**src/design/tdm_pkg.sv**
```systemverilog
`timescale 1ns / 1ps

package tdm_pkg;

    typedef enum logic [1:0] {
        MODE_DEC   = 2'd0,
        MODE_BEAT  = 2'd1,
        MODE_HEX   = 2'd2,
        MODE_BLANK = 2'd3
    } mode_t;

    typedef enum logic [1:0] {
        CFG_MODE       = 2'd0,
        CFG_GMT_OFFSET = 2'd1,
        CFG_DST_ENABLE = 2'd2
    } cfg_index_t;

    localparam int CFG_INDEX_W = 2;
    localparam int CFG_DATA_W  = 5;
    localparam int OFFSET_W    = 5;

    localparam int HOUR_W   = 5;
    localparam int MIN_W    = 6;
    localparam int SEC_W    = 6;
    localparam int CHAR_W   = 7;

    localparam int NUM_STAGES = 7;

    localparam int HSEL_W    = 5;
    localparam int MINSEC_W  = 12;
    localparam int BLOCK_W   = 4;
    localparam int TOD_W     = 17;
    localparam int SHIFT_W   = 7;
    localparam int NUM_W     = 23;
    localparam int RECIP_W   = 26;
    localparam int PROD_W    = NUM_W + RECIP_W;
    localparam int DIV_SHIFT = 33;
    localparam int Q_W       = 14;
    localparam int HEX_W     = 16;

    localparam int Q10_W     = 11;
    localparam int Q100_W    = 8;
    localparam int Q1000_W   = 4;
    localparam int DRECIP_W  = 15;
    localparam int DPROD_W   = 29;
    localparam int SHIFT_10   = 18;
    localparam int SHIFT_100  = 21;
    localparam int SHIFT_1000 = 24;

    localparam logic [RECIP_W-1:0] RECIP_DEC =
        RECIP_W'(((64'd1 << DIV_SHIFT) + 64'd215) / 64'd216);
    localparam logic [RECIP_W-1:0] RECIP_BEAT =
        RECIP_W'(((64'd1 << DIV_SHIFT) + 64'd431) / 64'd432);
    localparam logic [RECIP_W-1:0] RECIP_HEX =
        RECIP_W'(((64'd1 << DIV_SHIFT) + 64'd674) / 64'd675);

    localparam logic [DRECIP_W-1:0] RECIP_10 =
        DRECIP_W'(((64'd1 << SHIFT_10) + 64'd9) / 64'd10);
    localparam logic [DRECIP_W-1:0] RECIP_100 =
        DRECIP_W'(((64'd1 << SHIFT_100) + 64'd99) / 64'd100);
    localparam logic [DRECIP_W-1:0] RECIP_1000 =
        DRECIP_W'(((64'd1 << SHIFT_1000) + 64'd999) / 64'd1000);

    localparam logic [SHIFT_W-1:0] HOUR_BIAS  = 7'd23;
    localparam logic [SHIFT_W-1:0] HOURS_DAY  = 7'd24;
    localparam logic [SHIFT_W-1:0] HOURS_2DAY = 7'd48;
    localparam logic [TOD_W-1:0]   SECS_HOUR  = 17'd3600;
    localparam logic [TOD_W-1:0]   DST_WRAP   = 17'd82800;
    localparam logic [NUM_W-1:0]   SCALE_DEC  = 23'd25;
    localparam logic [NUM_W-1:0]   SCALE_BEAT = 23'd5;

    localparam logic [CHAR_W-1:0] CHAR_SPACE = 7'h20;
    localparam logic [CHAR_W-1:0] CHAR_ZERO  = 7'h30;
    localparam logic [CHAR_W-1:0] CHAR_NINE  = 7'h39;
    localparam logic [CHAR_W-1:0] CHAR_A     = 7'h41;
    localparam logic [CHAR_W-1:0] CHAR_F     = 7'h46;
    localparam logic [CHAR_W-1:0] CHAR_O     = 7'h4F;

    typedef struct packed {
        mode_t                 mode;
        logic                  dst_on;
        logic [HSEL_W-1:0]     hour_sel;
        logic [MINSEC_W-1:0]   minsec;
        logic [BLOCK_W-1:0]    block;
    } s1_t;

    typedef struct packed {
        mode_t                 mode;
        logic                  dst_on;
        logic [TOD_W-1:0]      tod;
        logic [BLOCK_W-1:0]    block;
    } s2_t;

    typedef struct packed {
        mode_t                 mode;
        logic [BLOCK_W-1:0]    block;
        logic [NUM_W-1:0]      num;
        logic [RECIP_W-1:0]    recip;
    } front_t;

    typedef struct packed {
        mode_t                 mode;
        logic [BLOCK_W-1:0]    block;
        logic [PROD_W-1:0]     prod;
    } s4_t;

    typedef struct packed {
        mode_t                 mode;
        logic [Q_W-1:0]        q;
        logic [HEX_W-1:0]      hex_val;
    } div_t;

    typedef struct packed {
        mode_t                 mode;
        logic [Q_W-1:0]        q;
        logic [Q10_W-1:0]      q10;
        logic [Q100_W-1:0]     q100;
        logic [Q1000_W-1:0]    q1000;
        logic [HEX_W-1:0]      hex_val;
    } s6_t;

    function automatic logic [CHAR_W-1:0] dec_char(input logic [3:0] d);
        return CHAR_ZERO + {3'b000, d};
    endfunction

    function automatic logic [CHAR_W-1:0] hex_char(input logic [3:0] d);
        logic [CHAR_W-1:0] c;
        if (d < 4'd10)
        begin
            c = CHAR_ZERO + {3'b000, d};
        end
        else
        begin
            c = CHAR_A + {3'b000, d - 4'd10};
        end
        return c;
    endfunction

endpackage

```
**src/design/tdm_ifs.sv**
```systemverilog
`timescale 1ns / 1ps

interface tdm_time_if;
    logic                          valid;
    logic                          ready;
    logic [tdm_pkg::HOUR_W-1:0]    hour;
    logic [tdm_pkg::MIN_W-1:0]     minute;
    logic [tdm_pkg::SEC_W-1:0]     second;
    logic                          dst_active;

    modport source (output valid, hour, minute, second, dst_active, input ready);
    modport sink   (input valid, hour, minute, second, dst_active, output ready);
endinterface

interface tdm_disp_if;
    logic                          valid;
    logic                          ready;
    logic [tdm_pkg::CHAR_W-1:0]    char0;
    logic [tdm_pkg::CHAR_W-1:0]    char1;
    logic [tdm_pkg::CHAR_W-1:0]    char2;
    logic [tdm_pkg::CHAR_W-1:0]    char3;

    modport source (output valid, char0, char1, char2, char3, input ready);
    modport sink   (input valid, char0, char1, char2, char3, output ready);
endinterface

```
**src/design/tdm_front.sv**
```systemverilog
`timescale 1ns / 1ps

module tdm_front (
    input  logic                             clk,
    input  logic [2:0]                       load,
    input  tdm_pkg::mode_t                   cfg_mode,
    input  logic [tdm_pkg::OFFSET_W-1:0]     cfg_gmt_offset,
    input  logic                             cfg_dst_enable,
    input  logic [tdm_pkg::HOUR_W-1:0]       hour,
    input  logic [tdm_pkg::MIN_W-1:0]        minute,
    input  logic [tdm_pkg::SEC_W-1:0]        second,
    input  logic                             dst_active,
    output tdm_pkg::front_t                  front_out
);

    tdm_pkg::s1_t    s1_reg, s1_next;
    tdm_pkg::s2_t    s2_reg, s2_next;
    tdm_pkg::front_t s3_reg, s3_next;

    logic [tdm_pkg::SHIFT_W-1:0]  h_shift;
    logic [tdm_pkg::SHIFT_W-1:0]  h_wrap;
    logic [8:0]                   h_times11;
    logic [tdm_pkg::BLOCK_W-1:0]  block;
    logic [tdm_pkg::HOUR_W-1:0]   three_block;
    logic [tdm_pkg::HOUR_W-1:0]   hour_rem;
    logic [tdm_pkg::TOD_W-1:0]    tod_adj;

    // stage 1: hour selection per mode, minute and second weight
    always_comb
    begin
        h_shift = tdm_pkg::SHIFT_W'(hour) + tdm_pkg::HOUR_BIAS
                  - {{(tdm_pkg::SHIFT_W - tdm_pkg::OFFSET_W){cfg_gmt_offset[4]}},
                     cfg_gmt_offset};
        if (h_shift >= tdm_pkg::HOURS_2DAY)
        begin
            h_wrap = h_shift - tdm_pkg::HOURS_2DAY;
        end
        else if (h_shift >= tdm_pkg::HOURS_DAY)
        begin
            h_wrap = h_shift - tdm_pkg::HOURS_DAY;
        end
        else
        begin
            h_wrap = h_shift;
        end

        // hour / 3 for hours below 32
        h_times11   = {4'b0000, hour} * 9'd11;
        block       = h_times11[8:5];
        three_block = tdm_pkg::HOUR_W'({1'b0, block} + {block, 1'b0});
        hour_rem    = hour - three_block;

        s1_next.mode   = cfg_mode;
        s1_next.block  = block;
        s1_next.dst_on = cfg_dst_enable & dst_active & (cfg_mode == tdm_pkg::MODE_BEAT);
        s1_next.minsec = {minute, 6'b000000} - {4'b0000, minute, 2'b00}
                         + tdm_pkg::MINSEC_W'(second);
        unique case (cfg_mode)
            tdm_pkg::MODE_DEC:   s1_next.hour_sel = hour;
            tdm_pkg::MODE_BEAT:  s1_next.hour_sel = h_wrap[tdm_pkg::HSEL_W-1:0];
            tdm_pkg::MODE_HEX:   s1_next.hour_sel = hour_rem;
            tdm_pkg::MODE_BLANK: s1_next.hour_sel = '0;
        endcase
    end

    // stage 2: seconds of the day
    always_comb
    begin
        s2_next.mode   = s1_reg.mode;
        s2_next.dst_on = s1_reg.dst_on;
        s2_next.block  = s1_reg.block;
        s2_next.tod    = tdm_pkg::TOD_W'(s1_reg.hour_sel) * tdm_pkg::SECS_HOUR
                         + tdm_pkg::TOD_W'(s1_reg.minsec);
    end

    // stage 3: daylight hour, scale numerator and reciprocal select
    always_comb
    begin
        if (!s2_reg.dst_on)
        begin
            tod_adj = s2_reg.tod;
        end
        else if (s2_reg.tod < tdm_pkg::SECS_HOUR)
        begin
            tod_adj = s2_reg.tod + tdm_pkg::DST_WRAP;
        end
        else
        begin
            tod_adj = s2_reg.tod - tdm_pkg::SECS_HOUR;
        end

        s3_next.mode  = s2_reg.mode;
        s3_next.block = s2_reg.block;
        unique case (s2_reg.mode)
            tdm_pkg::MODE_DEC:
            begin
                s3_next.num   = tdm_pkg::NUM_W'(tod_adj) * tdm_pkg::SCALE_DEC;
                s3_next.recip = tdm_pkg::RECIP_DEC;
            end
            tdm_pkg::MODE_BEAT:
            begin
                s3_next.num   = tdm_pkg::NUM_W'(tod_adj) * tdm_pkg::SCALE_BEAT;
                s3_next.recip = tdm_pkg::RECIP_BEAT;
            end
            tdm_pkg::MODE_HEX:
            begin
                s3_next.num   = tdm_pkg::NUM_W'({tod_adj, 9'b000000000});
                s3_next.recip = tdm_pkg::RECIP_HEX;
            end
            tdm_pkg::MODE_BLANK:
            begin
                s3_next.num   = '0;
                s3_next.recip = '0;
            end
        endcase
    end

    always_ff @(posedge clk)
    begin
        if (load[0])
        begin
            s1_reg <= s1_next;
        end
        if (load[1])
        begin
            s2_reg <= s2_next;
        end
        if (load[2])
        begin
            s3_reg <= s3_next;
        end
    end

    assign front_out = s3_reg;

endmodule

```
**src/design/tdm_div.sv**
```systemverilog
`timescale 1ns / 1ps

module tdm_div (
    input  logic            clk,
    input  logic [1:0]      load,
    input  tdm_pkg::front_t div_in,
    output tdm_pkg::div_t   div_out
);

    tdm_pkg::s4_t  s4_reg, s4_next;
    tdm_pkg::div_t s5_reg, s5_next;

    logic [tdm_pkg::Q_W-1:0] quot;

    // stage 4: reciprocal multiply
    always_comb
    begin
        s4_next.mode  = div_in.mode;
        s4_next.block = div_in.block;
        s4_next.prod  = tdm_pkg::PROD_W'(div_in.num) * tdm_pkg::PROD_W'(div_in.recip);
    end

    // stage 5: quotient and hex block offset
    always_comb
    begin
        quot            = s4_reg.prod[tdm_pkg::DIV_SHIFT +: tdm_pkg::Q_W];
        s5_next.mode    = s4_reg.mode;
        s5_next.q       = quot;
        s5_next.hex_val = tdm_pkg::HEX_W'(quot) + {s4_reg.block[2:0], 13'd0};
    end

    always_ff @(posedge clk)
    begin
        if (load[0])
        begin
            s4_reg <= s4_next;
        end
        if (load[1])
        begin
            s5_reg <= s5_next;
        end
    end

    assign div_out = s5_reg;

endmodule

```
**src/design/tdm_digits.sv**
```systemverilog
`timescale 1ns / 1ps

module tdm_digits (
    input  logic                         clk,
    input  logic [1:0]                   load,
    input  tdm_pkg::div_t                dig_in,
    output logic [tdm_pkg::CHAR_W-1:0]   char0,
    output logic [tdm_pkg::CHAR_W-1:0]   char1,
    output logic [tdm_pkg::CHAR_W-1:0]   char2,
    output logic [tdm_pkg::CHAR_W-1:0]   char3
);

    tdm_pkg::s6_t s6_reg, s6_next;

    logic [tdm_pkg::DPROD_W-1:0] prod10;
    logic [tdm_pkg::DPROD_W-1:0] prod100;
    logic [tdm_pkg::DPROD_W-1:0] prod1000;

    logic [tdm_pkg::Q_W-1:0]     diff0;
    logic [tdm_pkg::Q10_W-1:0]   diff1;
    logic [tdm_pkg::Q100_W-1:0]  diff2;
    logic [3:0]                  d0, d1, d2, d3;

    logic [tdm_pkg::CHAR_W-1:0]  char0_reg, char0_next;
    logic [tdm_pkg::CHAR_W-1:0]  char1_reg, char1_next;
    logic [tdm_pkg::CHAR_W-1:0]  char2_reg, char2_next;
    logic [tdm_pkg::CHAR_W-1:0]  char3_reg, char3_next;

    // stage 6: quotients by 10, 100 and 1000
    always_comb
    begin
        prod10   = tdm_pkg::DPROD_W'(dig_in.q) * tdm_pkg::DPROD_W'(tdm_pkg::RECIP_10);
        prod100  = tdm_pkg::DPROD_W'(dig_in.q) * tdm_pkg::DPROD_W'(tdm_pkg::RECIP_100);
        prod1000 = tdm_pkg::DPROD_W'(dig_in.q) * tdm_pkg::DPROD_W'(tdm_pkg::RECIP_1000);

        s6_next.mode    = dig_in.mode;
        s6_next.q       = dig_in.q;
        s6_next.hex_val = dig_in.hex_val;
        s6_next.q10     = prod10[tdm_pkg::SHIFT_10 +: tdm_pkg::Q10_W];
        s6_next.q100    = prod100[tdm_pkg::SHIFT_100 +: tdm_pkg::Q100_W];
        s6_next.q1000   = prod1000[tdm_pkg::SHIFT_1000 +: tdm_pkg::Q1000_W];
    end

    // stage 7: digits and characters
    always_comb
    begin
        diff0 = s6_reg.q - (tdm_pkg::Q_W'({s6_reg.q10, 3'b000})
                            + tdm_pkg::Q_W'({s6_reg.q10, 1'b0}));
        diff1 = s6_reg.q10 - (tdm_pkg::Q10_W'({s6_reg.q100, 3'b000})
                              + tdm_pkg::Q10_W'({s6_reg.q100, 1'b0}));
        diff2 = s6_reg.q100 - (tdm_pkg::Q100_W'({s6_reg.q1000, 3'b000})
                               + tdm_pkg::Q100_W'({s6_reg.q1000, 1'b0}));
        d0 = diff0[3:0];
        d1 = diff1[3:0];
        d2 = diff2[3:0];
        d3 = (s6_reg.q1000 >= 4'd10) ? s6_reg.q1000 - 4'd10 : s6_reg.q1000;

        unique case (s6_reg.mode)
            tdm_pkg::MODE_DEC:
            begin
                char0_next = tdm_pkg::dec_char(d3);
                char1_next = tdm_pkg::dec_char(d2);
                char2_next = tdm_pkg::dec_char(d1);
                char3_next = tdm_pkg::dec_char(d0);
            end
            tdm_pkg::MODE_BEAT:
            begin
                char0_next = tdm_pkg::CHAR_O;
                char1_next = tdm_pkg::dec_char(d2);
                char2_next = tdm_pkg::dec_char(d1);
                char3_next = tdm_pkg::dec_char(d0);
            end
            tdm_pkg::MODE_HEX:
            begin
                char0_next = tdm_pkg::hex_char(s6_reg.hex_val[15:12]);
                char1_next = tdm_pkg::hex_char(s6_reg.hex_val[11:8]);
                char2_next = tdm_pkg::hex_char(s6_reg.hex_val[7:4]);
                char3_next = tdm_pkg::hex_char(s6_reg.hex_val[3:0]);
            end
            tdm_pkg::MODE_BLANK:
            begin
                char0_next = tdm_pkg::CHAR_SPACE;
                char1_next = tdm_pkg::CHAR_SPACE;
                char2_next = tdm_pkg::CHAR_SPACE;
                char3_next = tdm_pkg::CHAR_SPACE;
            end
        endcase
    end

    always_ff @(posedge clk)
    begin
        if (load[0])
        begin
            s6_reg <= s6_next;
        end
        if (load[1])
        begin
            char0_reg <= char0_next;
            char1_reg <= char1_next;
            char2_reg <= char2_next;
            char3_reg <= char3_next;
        end
    end

    assign char0 = char0_reg;
    assign char1 = char1_reg;
    assign char2 = char2_reg;
    assign char3 = char3_reg;

endmodule

```
**src/design/time_of_day_to_metric_digits.sv**
```systemverilog
// throughput: one transaction per cycle while disp_ch is not stalled; seven register stages,
// the 23x26 reciprocal multiply and the digit split each own a stage
// per-stage valid bits let bubbles close up while the output is stalled
// reset clears all valid bits and sets mode, gmt_offset and dst_enable to zero
`timescale 1ns / 1ps

module time_of_day_to_metric_digits (
    input  logic                                clk,
    input  logic                                rst_n,
    input  logic                                cfg_write,
    input  logic [tdm_pkg::CFG_INDEX_W-1:0]     cfg_index,
    input  logic [tdm_pkg::CFG_DATA_W-1:0]      cfg_data,
    tdm_time_if.sink                            time_ch,
    tdm_disp_if.source                          disp_ch
);

    localparam int LAST = tdm_pkg::NUM_STAGES - 1;

    tdm_pkg::mode_t                  mode_reg;
    logic [tdm_pkg::OFFSET_W-1:0]    gmt_offset_reg;
    logic                            dst_enable_reg;

    logic [tdm_pkg::NUM_STAGES-1:0]  valid_reg, valid_next;
    logic [tdm_pkg::NUM_STAGES-1:0]  stage_rdy;
    logic [tdm_pkg::NUM_STAGES-1:0]  stage_load;
    logic [tdm_pkg::NUM_STAGES-1:0]  upstream_valid;

    tdm_pkg::front_t                 front_data;
    tdm_pkg::div_t                   div_data;

    always_ff @(posedge clk or negedge rst_n)
    begin
        if (!rst_n)
        begin
            mode_reg       <= tdm_pkg::MODE_DEC;
            gmt_offset_reg <= '0;
            dst_enable_reg <= 1'b0;
        end
        else if (cfg_write)
        begin
            unique case (cfg_index)
                tdm_pkg::CFG_MODE:       mode_reg       <= tdm_pkg::mode_t'(cfg_data[1:0]);
                tdm_pkg::CFG_GMT_OFFSET: gmt_offset_reg <= cfg_data[tdm_pkg::OFFSET_W-1:0];
                tdm_pkg::CFG_DST_ENABLE: dst_enable_reg <= cfg_data[0];
                default:                 ;
            endcase
        end
    end

    always_comb
    begin
        upstream_valid = {valid_reg[LAST-1:0], time_ch.valid};
        stage_rdy[LAST] = !valid_reg[LAST] || disp_ch.ready;
        for (int i = LAST - 1; i >= 0; i--)
        begin
            stage_rdy[i] = !valid_reg[i] || stage_rdy[i+1];
        end
        valid_next = valid_reg;
        for (int i = 0; i < tdm_pkg::NUM_STAGES; i++)
        begin
            stage_load[i] = upstream_valid[i] && stage_rdy[i];
            if (stage_rdy[i])
            begin
                valid_next[i] = upstream_valid[i];
            end
        end
    end

    always_ff @(posedge clk or negedge rst_n)
    begin
        if (!rst_n)
        begin
            valid_reg <= '0;
        end
        else
        begin
            valid_reg <= valid_next;
        end
    end

    tdm_front u_front (
        .clk            (clk),
        .load           (stage_load[2:0]),
        .cfg_mode       (mode_reg),
        .cfg_gmt_offset (gmt_offset_reg),
        .cfg_dst_enable (dst_enable_reg),
        .hour           (time_ch.hour),
        .minute         (time_ch.minute),
        .second         (time_ch.second),
        .dst_active     (time_ch.dst_active),
        .front_out      (front_data)
    );

    tdm_div u_div (
        .clk     (clk),
        .load    (stage_load[4:3]),
        .div_in  (front_data),
        .div_out (div_data)
    );

    tdm_digits u_digits (
        .clk    (clk),
        .load   (stage_load[6:5]),
        .dig_in (div_data),
        .char0  (disp_ch.char0),
        .char1  (disp_ch.char1),
        .char2  (disp_ch.char2),
        .char3  (disp_ch.char3)
    );

    assign time_ch.ready = stage_rdy[0];
    assign disp_ch.valid = valid_reg[LAST];

endmodule

```
**src/flat_wrapper.sv**
```systemverilog
// flat-port wrapper written by rule: the top's interface ports become plain ports
module time_of_day_to_metric_digits_flat 
  (clk, rst_n, cfg_write, cfg_index, cfg_data, time_ch_valid, time_ch_hour, time_ch_minute, time_ch_second, time_ch_dst_active, time_ch_ready, disp_ch_valid, disp_ch_char0, disp_ch_char1, disp_ch_char2, disp_ch_char3, disp_ch_ready);
  tdm_time_if time_ch_i ();
  tdm_disp_if disp_ch_i ();
  input  logic clk;
  input  logic rst_n;
  input  logic cfg_write;
  input  logic [tdm_pkg::CFG_INDEX_W-1:0] cfg_index;
  input  logic [tdm_pkg::CFG_DATA_W-1:0] cfg_data;
  input wire logic [$bits(time_ch_i.valid)-1:0] time_ch_valid;
  input wire logic [$bits(time_ch_i.hour)-1:0] time_ch_hour;
  input wire logic [$bits(time_ch_i.minute)-1:0] time_ch_minute;
  input wire logic [$bits(time_ch_i.second)-1:0] time_ch_second;
  input wire logic [$bits(time_ch_i.dst_active)-1:0] time_ch_dst_active;
  output wire logic [$bits(time_ch_i.ready)-1:0] time_ch_ready;
  output wire logic [$bits(disp_ch_i.valid)-1:0] disp_ch_valid;
  output wire logic [$bits(disp_ch_i.char0)-1:0] disp_ch_char0;
  output wire logic [$bits(disp_ch_i.char1)-1:0] disp_ch_char1;
  output wire logic [$bits(disp_ch_i.char2)-1:0] disp_ch_char2;
  output wire logic [$bits(disp_ch_i.char3)-1:0] disp_ch_char3;
  input wire logic [$bits(disp_ch_i.ready)-1:0] disp_ch_ready;
  assign time_ch_i.valid = time_ch_valid;
  assign time_ch_i.hour = time_ch_hour;
  assign time_ch_i.minute = time_ch_minute;
  assign time_ch_i.second = time_ch_second;
  assign time_ch_i.dst_active = time_ch_dst_active;
  assign time_ch_ready = time_ch_i.ready;
  assign disp_ch_valid = disp_ch_i.valid;
  assign disp_ch_char0 = disp_ch_i.char0;
  assign disp_ch_char1 = disp_ch_i.char1;
  assign disp_ch_char2 = disp_ch_i.char2;
  assign disp_ch_char3 = disp_ch_i.char3;
  assign disp_ch_i.ready = disp_ch_ready;
  time_of_day_to_metric_digits u_core (.clk(clk), .rst_n(rst_n), .cfg_write(cfg_write), .cfg_index(cfg_index), .cfg_data(cfg_data), .time_ch(time_ch_i), .disp_ch(disp_ch_i));
endmodule
```
**config.mk**
```make
export PLATFORM = sky130hd
export DESIGN_NAME = time_of_day_to_metric_digits_flat
export DESIGN_NICKNAME = d
export VERILOG_FILES = /design/src/design/tdm_pkg.sv /design/src/design/tdm_ifs.sv /design/src/design/tdm_front.sv /design/src/design/tdm_div.sv /design/src/design/tdm_digits.sv /design/src/design/time_of_day_to_metric_digits.sv /design/src/flat_wrapper.sv
export SDC_FILE = /design/constraint.sdc
export NUM_CORES = 2
export LEC_CHECK = 0
export ABC_AREA = 1
export BUFFER_PORTS_ARGS = -buffer_cell sky130_fd_sc_hd__buf_2
export CAP_MARGIN = 20
export CORE_MARGIN = 2
export CORE_UTILIZATION = 37
export DETAILED_ROUTE_END_ITERATION = 6
export HOLD_SLACK_MARGIN = 0.15
export PLACE_DENSITY_LB_ADDON = 0.08
export SETUP_SLACK_MARGIN = 0.2
export SLEW_MARGIN = 20
export SYNTH_ARGS = -nofsm -noshare
export SYNTH_HDL_FRONTEND = slang
export SYNTH_SLANG_ARGS = --single-unit
```
**constraint.sdc**
```tcl
create_clock -name clk -period 15.1 [get_ports clk]
set_input_delay 0 -clock clk [delete_from_list [all_inputs] [get_ports clk]]
set_output_delay 0 -clock clk [all_outputs]
set_load 0.02 [all_outputs]
```
* After elaboration in Yosys (flattened, before gate mapping)
Index checks and enable logic that the tools add are counted.
W data, S select, Z words.
** Word-level totals
- Output and inout port bits :: 30
- Input bits :: 30
- Bits in registers :: 261
** Cells by class
- Order comparisons :: 8
- Reductions and logical operators :: 29
- Bitwise operators :: 2
- Multipliers :: 8
- Equal/unequal tests :: 11
- Multiplexer cells :: 15
- Add/sub/neg operators :: 35
** Operators by type and width (number)
- $pmux W49 S4 :: 1
- $pmux W7 S3 :: 3
- $add A6 B4 Y7 const A :: 8
- $mul A23 B26 Y47 :: 1
- $mux W17 :: 2
- $add A7 B4 Y7 const A :: 4
- $mux W7 :: 4
- $pmux W7 S4 :: 1
- $mul A14 B14 Y27 const B :: 1
- $mul A14 B13 Y23 const B :: 1
- $mul A14 B15 Y22 const B :: 1
- $mul A17 B5 Y22 const B :: 1
- $mul A17 B3 Y20 const B :: 1
- $pmux W5 S4 :: 1
- $sub A4 B4 Y4 const B :: 5
- $add A17 B12 Y17 :: 1
- $add A17 B17 Y17 const B :: 1
- $lt A17 B12 Y1 const B :: 1
- $sub A17 B12 Y17 const B :: 1
- $add A14 B16 Y16 :: 1
- $lt A4 B4 Y1 const B :: 4
- $eq A2 B2 Y1 const B :: 7
- $mul A5 B8 Y13 const B :: 1
- $add A12 B6 Y12 :: 1
- 22 further kinds :: 55

* Logic depth before layout (Yosys ltp)
- Depth in word-level cells :: 9
- Mapped depth :: 28
- Depth with buffers taken out :: 27

* Hierarchy
From an unflattened synthesis, not the netlist that was laid out.
** Second synthesis, totals
- Cell total of the unflattened synthesis :: 5321
- Area total of the unflattened synthesis :: 42575.8 um2
** Modules (own cells, without submodules)
- tdm_div :: area an instance 21261.6 um2, cells each 2746, instances 1
- tdm_digits :: area an instance 11935.2 um2, cells each 1420, instances 1
- tdm_front :: area an instance 8732.1 um2, cells each 1086, instances 1
- time_of_day_to_metric_digits :: area an instance 646.9 um2, cells each 69, instances 1

* Worst setup path before layout
Ideal clock, no wire load.
- Path kind :: register to register
- Start point :: register u_core.u_front.s3_reg (netlist bit u_core.u_front.front_out[19])
- End point :: register u_core.u_div.s4_reg (netlist bit u_core.u_div.quot[11]) (data pin)
- Cell stages (with the launch flop) :: 24
- Clock period less this slack :: 5992 ps
- Path slack :: 9108 ps
- Arrival :: 5740 ps
- Required time :: 14848 ps
- Path buffers :: 1
- Path through :: edfxtp_1 clkbuf_1 nand2_1 inv_1 fa_1 fa_1 inv_1 fa_1 fa_1 inv_1 fa_1 fa_1 inv_1 fa_1 inv_1 ha_1 a21oi_1 o21ai_0 a21boi_0 nand2_1 a21oi_1 nand2_1 nand2_1 nand2_1
** RTL lines
- start: declaration :: RTL line tdm_front.sv:18 : tdm_pkg::front_t s3_reg, s3_next;
- start signal: assignment :: RTL line tdm_front.sv:130 : s3_reg <= s3_next;
- end signal: assignment :: RTL line tdm_div.sv:36 : s4_reg <= s4_next;
- end: declaration :: RTL line tdm_div.sv:10 : tdm_pkg::s4_t s4_reg, s4_next;

==> results.md <==
- DR WL/cell: 19.0 um
- Initial antenna violation count: 1
- Nets: 5,520
- Clk_lat worst skew: ~0.50 ns
- Yosys top cell area share: 0.308
- Worst Setup End Kind: flop
- CTS buffer count: 17
- Worst Path Max Fanout: 23
- Met2 usage: 0.365
- Unrepaired setup endpoints after global routing: false
- Flops & latches, synth: 192
- Max Transition Viols Final: 0
- Dominant synthesized flop cell: edfxtp_1
- Seq/Total Area, Yosys: 0.153
- Synth area leader: fa_1
- CP startpoint kind: flop
- Min-delay worst type: in -> reg
- CP Data Arrival Time: ~7.4 ns
- Final setup viols: 0
- Placed cell count: approximately 5,500
- Setup total negative slack: 0 ns
- Die H: approximately 320 um
- Port Buffers: just under 60
- # rows: around 120
- Post-layout util: 0.403
- First-pass GRT wire length: between 150,000 and 200,000 um
- Synth Instances: ~4,200
- Setup CP Type: reg -> reg
- Final WL: 107,000 um
- CP Cell Sequence: nand2_1 > fa_1 > inv_1 > fa_1 > inv_1 > fa_1 > fa_1 > inv_1 > fa_1 > fa_1 > inv_1 > fa_1 > inv_1 > ha_1 > a21o_1 > a21oi_1 > a21boi_0 > o21ai_0 > nand2_1 > nand3_1 > nand2_1 > nand2_1
- Slew HR: 0.289
- Crit path largest cell delay: roughly 1.1 ns
- Mapped Avg Cell Area: between 8 and 9 um2
- Number of synthesized flops with an enable pin: about 180
- Pre-Repair DR Iteration Count: 6
- Clk pin slew, worst setup/hold paths: roughly 0.090 ns
- Worst path bufs/invs: 5
- Clock Sinks: 192
- Slew @ Worst Pin: about 1.1 ns
- GRT Total Usage: 0.214
- Count leader, synth: inv_1
- TritonCTS clock tree: built
- Initial DRC count: ~1,300
- Grt peak-use layer: met2
- # IOs: 60
- F_max: between 100 and 150 MHz
- Clock Path Buffers: 2
- Die width: roughly 320 um
- Core area: about 0.1 mm2
- CP max-delay cell: edfxtp_1
- Clock skew: roughly 0.019 ns
- CP top delay family: adder cells
- Post-synth cell types: 53
- Hpwl dp: about 94,000 um
- Syn Nets: between 5,000 and 6,000
- H-tree depth: 4
- Final min period: 7.15 ns
- Min Hold Slack: roughly 0.22 ns
- Period Utilization, post-route: 0.474
- Total vias in the final route: about 27,000
- Die area: 0.103 mm2
- Top cells by count, synth: inv_1, nand2_1, ha_1, fa_1, nor2_1
- Finished Layout Cells: about 5,600
- Yosys warning total: 0
- GP Congestion: between 0.9 and 1
- Clk root buf: clkbuf_16
- N_diodes: 0
- Asr flop ratio synth: 0.0781
- Aggregate global routing overflow: 0
- Max-cap viol count: 0
- Status: complete, no violations
- Synth top area cells: fa_1, ha_1, edfxtp_1
- Share of layout cells above drive strength 1: 0.0338
- Via/cell ratio: around 4.7
- Post-CTS setup buffers: 0
- CP required: ~15 ns
- Largest net degree at the start of global routing: 36
- Hold Vio Cnt, Final: 0
- Area delta synth->final: 8.35%
- # DRC: 0
- Number of flip-flops in the largest register: 35
- Crit path top cell by count: fa_1
- M1 GR Usage: 0.292
- Synthesized cell area: approximately 0.037 mm2
- Vias in the first global route: 28,500
- Met3 GRT Util: 0.0229
- Initial core utilization: 0.372
- Post-route ant nets: 0
-- cells by family after synthesis --
group,synth area share
buffers and inverters,0.126
adders and majority gates,0.515
and+or+nand+nor,0.119
AOI/OAI and AO/OA,0.0626
DFF,0.153
xor gates and xnor gates,0.0234
muxes,0.000607
-- through the flow --
step	cell area [um2]	worst slack [ns]
2_1_floorplan	37100	9.11
3_3_place_gp	39100	7.98
3_5_place_dp	39100	8.00
4_1_cts	40200	7.97
5_1_grt	40200	7.58
6_report	40200	7.95
-- layout by cell type, fill, tap and decap left out, types with 3 or more instances in the layout --
master	n
nand3_1	130
ha_1	614
edfxtp_1	177
nor3b_1	3
xnor2_1	36
a31oi_1	6
a21boi_0	7
o21bai_1	19
o22ai_1	3
a21o_1	15
buf_2	59
o31ai_1	6
nand4_1	33
nor2_2	7
and2_1	4
o21ai_0	125
a21oi_1	181
nor4_1	14
inv_2	6
a22oi_1	3
a211oi_1	7
nand2_2	6
dfrtp_1	15
or2_2	5
fa_1	571
inv_1	1210
nand2_1	636
clkinv_8	3
inv_12	6
o211ai_1	12
buf_4	18
o21a_1	5
dlygate4sd3_1	46
clkbuf_16	17
xor2_1	63
o221ai_1	6
nor3_1	23
nand3b_1	6
nor2_1	182
-- cell type report --
| type | instances | area (um2) |
|---|---|---|
| Sequential cell | 192 | 5690 |
| Multi-Input combinational cell | 2754 | 26800 |
| Clock inverter | 15 | 226 |
| Clock buffer | 17 | 425 |
| Inverter | 1217 | 4570 |
| Fill cell | 10300 | 59500 |
| Tap cell | 1298 | 1620 |
| Timing Repair Buffer | 123 | 891 |
-- metal layers --
metal,share of wire,vias up
met5,0.00011,-
li1,-,13200
met1,0.46,12900
met4,0.024,2
met3,0.036,90
met2,0.48,462
-- timing repair --
action | in CTS | in global routing
hold buffers | 46 | 0
hold endpoints to repair | 46 | 0
resized for setup | 0 | 0
-- worst paths after layout --
path	from	to	slack (ns)	cells after the start
max in group asynchronous	rst_n	u_core.valid_reg[0]$_DFFE_PN0N_	13.87	3
setup reg to reg	u_core.u_front.front_out[20]$_DFFE_PP_	u_core.u_div.quot[13]$_DFFE_PP_	7.95	22
min in group asynchronous	rst_n	u_core.gmt_offset_reg[3]$_DFFE_PN0P_	0.70	3
hold / removal	time_ch_second[0]	u_core.u_front.s1_reg[4]$_DFFE_PP_	0.22	2
setup / recovery	u_core.u_front.front_out[20]$_DFFE_PP_	u_core.u_div.quot[13]$_DFFE_PP_	7.95	22
hold reg to reg	u_core.u_div.s4_reg[54]$_DFFE_PP_	u_core.u_div.div_out[31]$_DFFE_PP_	0.42	0
Power is left out: the tool's default activity adds up to more than one toggle a clock period on the data nets, which glitch-free logic cannot reach.
